## src/hw/rtl/msra_pkg.sv

```systemverilog
// Shared constants, opcodes and types for the register-file ALU block.
// No dependencies; imported by the interfaces and all RTL modules.

package msra_pkg;

	localparam int NUM_REGS = 8;
	localparam int REG_W    = $clog2(NUM_REGS);
	localparam int DATA_W   = 32;
	localparam int COUNT_W  = 16;
	localparam int CMD_W    = 3;
	localparam int IMM_W    = 32;
	localparam int STEP_W   = $clog2(DATA_W);

	localparam logic [CMD_W-1:0] CMD_ADD  = 3'd0;
	localparam logic [CMD_W-1:0] CMD_SUB  = 3'd1;
	localparam logic [CMD_W-1:0] CMD_MUL  = 3'd2;
	localparam logic [CMD_W-1:0] CMD_DIV  = 3'd3;
	localparam logic [CMD_W-1:0] CMD_ADDI = 3'd4;
	localparam logic [CMD_W-1:0] CMD_LI   = 3'd5;
	localparam logic [CMD_W-1:0] CMD_J    = 3'd6;
	localparam logic [CMD_W-1:0] CMD_RSVD = 3'd7;

	localparam logic STATUS_OK     = 1'b0;
	localparam logic STATUS_DIV0   = 1'b1;

	// request from sequencer to the shared arithmetic unit
	typedef struct packed {
		logic              start;
		logic [CMD_W-1:0]  op;
		logic [DATA_W-1:0] a;
		logic [DATA_W-1:0] b;
		logic [DATA_W-1:0] imm;
	} alu_req_t;

	typedef struct packed {
		logic              done;
		logic [DATA_W-1:0] result;
	} alu_rsp_t;

	typedef struct packed {
		logic               status;
		logic               wrote;
		logic [REG_W-1:0]   written_reg;
		logic [DATA_W-1:0]  written_value;
		logic [COUNT_W-1:0] instruction_count;
	} out_item_t;

endpackage

```

## src/hw/rtl/msra_alu_unit.sv

```systemverilog
// Iterative arithmetic unit built around one shared add/subtract adder.
// add/sub/addi/li in one step, mul by shift-add and div by restoring steps.
// Depends on msra_pkg.

module msra_alu_unit import msra_pkg::*; (
	input  logic     clk,
	input  logic     arst_n,
	input  alu_req_t req,
	output alu_rsp_t rsp
);

	localparam logic [1:0] U_IDLE = 2'd0;
	localparam logic [1:0] U_RUN  = 2'd1;
	localparam logic [1:0] U_FIX  = 2'd2;
	localparam logic [STEP_W-1:0] STEP_LAST = STEP_W'(DATA_W - 1);

	logic [1:0]        state_q;
	logic              done_q;
	logic [CMD_W-1:0]  op_q;
	logic [STEP_W-1:0] step_q;
	logic [DATA_W-1:0] acc_q;
	logic [DATA_W-1:0] opb_q;
	logic [DATA_W-1:0] opq_q;
	logic [DATA_W-1:0] res_q;
	logic              neg_q;

	logic [DATA_W:0]   add_x;
	logic [DATA_W:0]   add_y;
	logic              add_sub;
	logic [DATA_W+1:0] sum;
	logic [DATA_W:0]   rem_sh;
	logic              no_borrow;
	logic [DATA_W-1:0] quo_next;
	logic [DATA_W-1:0] mag_a;
	logic [DATA_W-1:0] mag_b;

	assign mag_a = req.a[DATA_W-1] ? (~req.a + DATA_W'(1)) : req.a;
	assign mag_b = req.b[DATA_W-1] ? (~req.b + DATA_W'(1)) : req.b;

	// partial remainder shifted left by one, next dividend bit in
	assign rem_sh = {acc_q, opq_q[DATA_W-1]};

	always_comb begin
		add_x   = '0;
		add_y   = '0;
		add_sub = 1'b0;
		if (state_q == U_FIX) begin
			// final sign fix of the quotient: 0 - q
			add_y   = {1'b0, opq_q};
			add_sub = 1'b1;
		end else begin
			unique case (op_q)
				CMD_ADD, CMD_ADDI, CMD_MUL: begin
					add_x = {1'b0, acc_q};
					add_y = {1'b0, opb_q};
				end
				CMD_SUB: begin
					add_x   = {1'b0, acc_q};
					add_y   = {1'b0, opb_q};
					add_sub = 1'b1;
				end
				CMD_DIV: begin
					add_x   = rem_sh;
					add_y   = {1'b0, opb_q};
					add_sub = 1'b1;
				end
				default: begin
					add_x = '0;
				end
			endcase
		end
	end

	assign sum = {1'b0, add_x} + {1'b0, (add_sub ? ~add_y : add_y)}
		+ (DATA_W+2)'(add_sub);
	// carry out on a subtract means no borrow
	assign no_borrow = sum[DATA_W+1];
	assign quo_next  = {opq_q[DATA_W-2:0], no_borrow};

	always_ff @(posedge clk or negedge arst_n) begin
		if (!arst_n) begin
			state_q <= U_IDLE;
			done_q  <= 1'b0;
		end else begin
			unique case (state_q)
				U_IDLE: begin
					done_q <= 1'b0;
					if (req.start) state_q <= U_RUN;
				end
				U_RUN: begin
					if (op_q == CMD_MUL) begin
						done_q <= (step_q == STEP_LAST);
						if (step_q == STEP_LAST) state_q <= U_IDLE;
					end else if (op_q == CMD_DIV) begin
						done_q <= (step_q == STEP_LAST) && !neg_q;
						if (step_q == STEP_LAST) state_q <= neg_q ? U_FIX : U_IDLE;
					end else begin
						done_q  <= 1'b1;
						state_q <= U_IDLE;
					end
				end
				U_FIX: begin
					done_q  <= 1'b1;
					state_q <= U_IDLE;
				end
				default: begin
					done_q  <= 1'b0;
					state_q <= U_IDLE;
				end
			endcase
		end
	end

	always_ff @(posedge clk) begin
		if (state_q == U_IDLE && req.start) begin
			op_q   <= req.op;
			step_q <= '0;
			neg_q  <= req.a[DATA_W-1] ^ req.b[DATA_W-1];
			unique case (req.op)
				CMD_MUL: begin
					acc_q <= '0;
					opb_q <= req.b;
					opq_q <= req.a;
				end
				CMD_DIV: begin
					acc_q <= '0;
					opb_q <= mag_b;
					opq_q <= mag_a;
				end
				CMD_ADDI, CMD_LI: begin
					acc_q <= req.a;
					opb_q <= req.imm;
				end
				default: begin
					acc_q <= req.a;
					opb_q <= req.b;
				end
			endcase
		end else if (state_q == U_RUN) begin
			step_q <= step_q + STEP_W'(1);
			unique case (op_q)
				CMD_ADD, CMD_SUB, CMD_ADDI: res_q <= sum[DATA_W-1:0];
				CMD_LI:                     res_q <= opb_q;
				CMD_MUL: begin
					if (opq_q[0]) acc_q <= sum[DATA_W-1:0];
					opb_q <= opb_q << 1;
					opq_q <= opq_q >> 1;
					res_q <= opq_q[0] ? sum[DATA_W-1:0] : acc_q;
				end
				CMD_DIV: begin
					acc_q <= no_borrow ? sum[DATA_W-1:0] : rem_sh[DATA_W-1:0];
					opq_q <= quo_next;
					res_q <= quo_next;
				end
				default: res_q <= '0;
			endcase
		end else if (state_q == U_FIX) begin
			res_q <= sum[DATA_W-1:0];
		end
	end

	assign rsp.done   = done_q;
	assign rsp.result = res_q;

endmodule

```

## config.mk

```make
export PLATFORM = sky130hd
export DESIGN_NAME = msra_alu_unit
export DESIGN_NICKNAME = d
export VERILOG_FILES = /design/src/hw/rtl/msra_pkg.sv /design/src/hw/rtl/msra_alu_unit.sv
export SDC_FILE = /design/constraint.sdc
export NUM_CORES = 1
export LEC_CHECK = 0
export BUFFER_PORTS_ARGS = -buffer_cell sky130_fd_sc_hd__buf_2
export CORE_ASPECT_RATIO = 1.25
export CORE_MARGIN = 3
export CORE_UTILIZATION = 35
export DETAILED_ROUTE_END_ITERATION = 16
export PLACE_DENSITY = 0.55
export SYNTH_ARGS = -nofsm -noshare
export SYNTH_HDL_FRONTEND = slang
export SYNTH_SLANG_ARGS = --single-unit
```

## constraint.sdc

```tcl
create_clock -name clk -period 4.9 [get_ports clk]
set_input_delay 0.245 -clock clk [delete_from_list [all_inputs] [get_ports clk]]
set_output_delay 0.245 -clock clk [all_outputs]
set_load 0.02 [all_outputs]
```

==> results_dict.tcl <==
set metrics [dict create \
    port_buffers 134 \
    dp.cells 2036 \
    setup_tns_ps 0 \
    netlist.area_leader.share 0.323 \
    grt_pass1_vias 11900 \
    synth.mux.area_fraction 0.0574 \
    relSlewSlack 0.225 \
    cts_tree "built" \
    fin_crit_sh 0.934 \
    synth.cell_area_um2 12300 \
    crit_top_cell "nand2b_1" \
    p_sw_frac 0.472 \
    cts_buffer_depth 2 \
    hold_start "req[96]" \
    p_seq_frac 0.295 \
    hold_path_depth 1 \
    drive_gt1_frac 0.149 \
    power_mw 9.02 \
    period_minus_slack_ps 4580 \
    critPathRequiredTime_ps 5180 \
    hold_path.class "in2reg" \
    insertion_delay_ps 460 \
    area_delta_synth_final_pct 14.8 \
    maxCapViolations 0 \
    utilization 0.408 \
    synth_top_family_by_area "compound AO/OA/AOI/OAI gates" \
    synth_edf_count 132 \
    syn_avg_cell_area_um2 8.20 \
    gr-total-overflow 0 \
    worst_ep_arrival_time_ps 4860 \
    layout.cells.non_filler 2069 \
    rsz0062_at_grt "no" \
    critPathMaxFanout 31 \
    synth_area_leaders "edfxtp_1 (32%), nand2_1 (7.7%), mux2i_1 (5.5%), nor2_1 (4.5%), o21ai_0 (4.5%)" \
    fp.dieW_um 173 \
    synth-compound-area-share 0.258 \
    r2r_end "acc_q[24]" \
    dpl.hpwl_um 32600 \
    p_comb_frac 0.565 \
    p_switching_mw 4.26 \
    timing.fmax_mhz 218 \
    synth_adder_area_share 0.0423 \
    num_rows 76 \
    n_antenna_cell 0 \
    clock_skew_ps 18.3 \
    drt_iter0_markers 984 \
    finalMaxSlewViolations 0 \
    core_um2 34500 \
    yosys.area_share.simple 0.197 \
    yosys.cell_types.count 78 \
    rr_worst_depth 18 \
    hold_violations 0 \
    holdPathEnd "op_q[0]" \
    synth_flop_cell "edfxtp_1" \
    crit_buf_inv 3 \
    ant_nets 0 \
    internal-power_mw 4.77 \
    wirelength_um 44900 \
    die_area_um2 37400 \
    critical_path_class "reg2reg" \
    rr_startpoint "op_q[2]" \
    num-fill-cells 3515 \
    yosys_warnings 0 \
    path_delay_family "compound AO/OA/AOI/OAI gates" \
    start_util 0.356 \
    irDropWorstVdd_uv 263 \
    setup_violations 0 \
    ys_seq_area_frac 0.337 \
    h-tree-depth 4 \
    worstSetupEndpointType "register" \
    synthXorXnorAreaFrac 0.0649 \
    routedWlPerCell_um 21.7 \
    numCtsBuffers 17 \
    syn_nets 1639 \
    cts-root-buf "clkbuf_16" \
    slowest_stage "edfxtp_1" \
    powerDensity_nw_per_um2 641 \
    crit_chain "nand2_1 -> nand2b_1 -> o21ai_2 -> buf_12 -> a22oi_1 -> nand2b_1 -> fa_1 -> nand2b_1 -> a21oi_1 -> o21ai_0 -> buf_4 -> o41ai_1 -> buf_4 -> o2111ai_1 -> mux2i_1 -> o311a_1 -> a21oi_1 -> o31ai_1" \
    vias 12100 \
    viasPerCell 5.84 \
    leakagePower_nw 5.36 \
    synthArstFlopShare 0.0214 \
    place_congestion 0.983 \
    grt.total_usage 0.236 \
    synth.largest_area_cell "edfxtp_1" \
    reg2reg_slack_ps 320 \
    clock-sinks 140 \
    final_nets 1730 \
    io_pins 135 \
    clk_pin_slew_ps 60 \
    cts_resized 0 \
    whs_ps 21.6 \
    status "complete, no violations" \
    worstSetupStartpointType "register" \
    drc 0 \
    syn_inst 1497 \
    worstMarginPinSlew_ps 1160 \
    die_h_um 215 \
    max_stage_delay_ps 570 \
    grt_antenna_before_repair 1 \
    first_pass_iters 6 \
    ys_ff_latch 140 \
    grt_max_degree 51 \
    clkPwrFrac 0.139 \
    grt_pass1_wl_um 69000 \
]
-- worst max path at each step --
stage	from	slack, ps	endpoint	cells past startpoint
after floorplan	op_q[1]	510	acc_q[30]	20
after global placement	op_q[2]	450	res_q[24]	17
after detailed placement	op_q[0]	390	res_q[24]	17
after CTS	op_q[0]	360	res_q[24]	17
after global routing	op_q[0]	10	res_q[30]	15
final	op_q[2]	320	acc_q[24]	18
-- registers in the layout, indices dropped and copies added, names as in the netlist --
signal / count
acc_q: 32
opb_q: 32
opq_q: 32
res_q: 32
step_q: 5
op_q: 3
state_q: 2
done_q: 1
neg_q: 1
-- stage by stage --
step           cell area (um2)  worst slack, ps
2_1_floorplan            12300              506
3_3_place_gp             13500              449
3_5_place_dp             13500              393
4_1_cts                  14100              360
5_1_grt                  14100             10.2
6_report                 14100              323
-- metal layers --
layer  up-vias  wire, um  share of wire  track usage
met5         -        13        0.00029            0
met4         2      1820          0.041        0.111
met3        91      3290          0.073       0.0484
met2       495     21200           0.47        0.393
met1      5733     18500           0.41        0.291
li1       5757         -              -            -
-- timing repair --
item                                   CTS  global route
endpoints found under the hold margin    3             0
setup buffers                            0             0
hold buffers                             1             0
-- cells in the mapped netlist, types with 5 or more instances --
cell type  number
nand3_1        17
a31oi_1        50
a221oi_1       22
o21ai_0       110
edfxtp_1      132
clkbuf_1       75
dfxtp_1         5
nor2b_1        14
buf_1          16
o211ai_1        7
and2_1          8
buf_2           8
or2_2           6
a211oi_1       10
a22oi_1        62
ha_1           39
and3_1         15
a21oi_1        94
inv_1          28
o21a_1          9
nand4_1         8
mux2i_1        67
o2111ai_1       5
xor2_1         33
xnor2_1        58
nand2b_1       14
nor3_1         31
nand2_1       251
o221ai_1       15
o31ai_1        14
nor2_1        147
nor4_1          8
nor3b_1        11
a21o_1         18
a221o_1         9
-- power by group through the flow --
stage / sequential, mW / clock [mW] / combinational, mW
6_report: 2.67 / 1.26 / 5.10
5_1_grt: 2.72 / 1.32 / 5.59
4_1_cts: 2.65 / 1.28 / 5.07
3_5_place_dp: 2.67 / 0 / 5.06
3_3_place_gp: 2.67 / 0 / 5.00
2_1_floorplan: 2.63 / 0 / 3.45
-- cells in the final DEF, fill, tap and decap left out, drive strengths merged, types with 50 or more instances in the layout --
cell type  instances
a21oi             94
a22oi             62
a31oi             50
buf              173
edfxtp           132
mux2i             67
nand2            251
nor2             147
o21ai            116
xnor2             58
-- kinds of logic (layout without fill, tap and decap cells) --
kind of cell | count (synthesis) | after routing
simple gates | 547 | 547
buf+inv | 132 | 236
fa+ha+maj | 41 | 41
compound gates | 476 | 476
mux | 70 | 70
xor+xnor | 91 | 91
flops | 140 | 140
-- cell type report --
| class | instances | area, um2 | area share |
|---|---|---|---|
| clock buffers | 20 | 468 | 0.0332 |
| clock inverters | 12 | 88.8 | 0.00631 |
| inverters | 30 | 113 | 0.00800 |
| flip-flops and latches | 140 | 4140 | 0.294 |
| repair buffers | 174 | 1020 | 0.0727 |
| multi-input cells | 1225 | 7670 | 0.544 |
| well taps | 468 | 586 | 0.0416 |
Power figures use the tool's default switching activity.
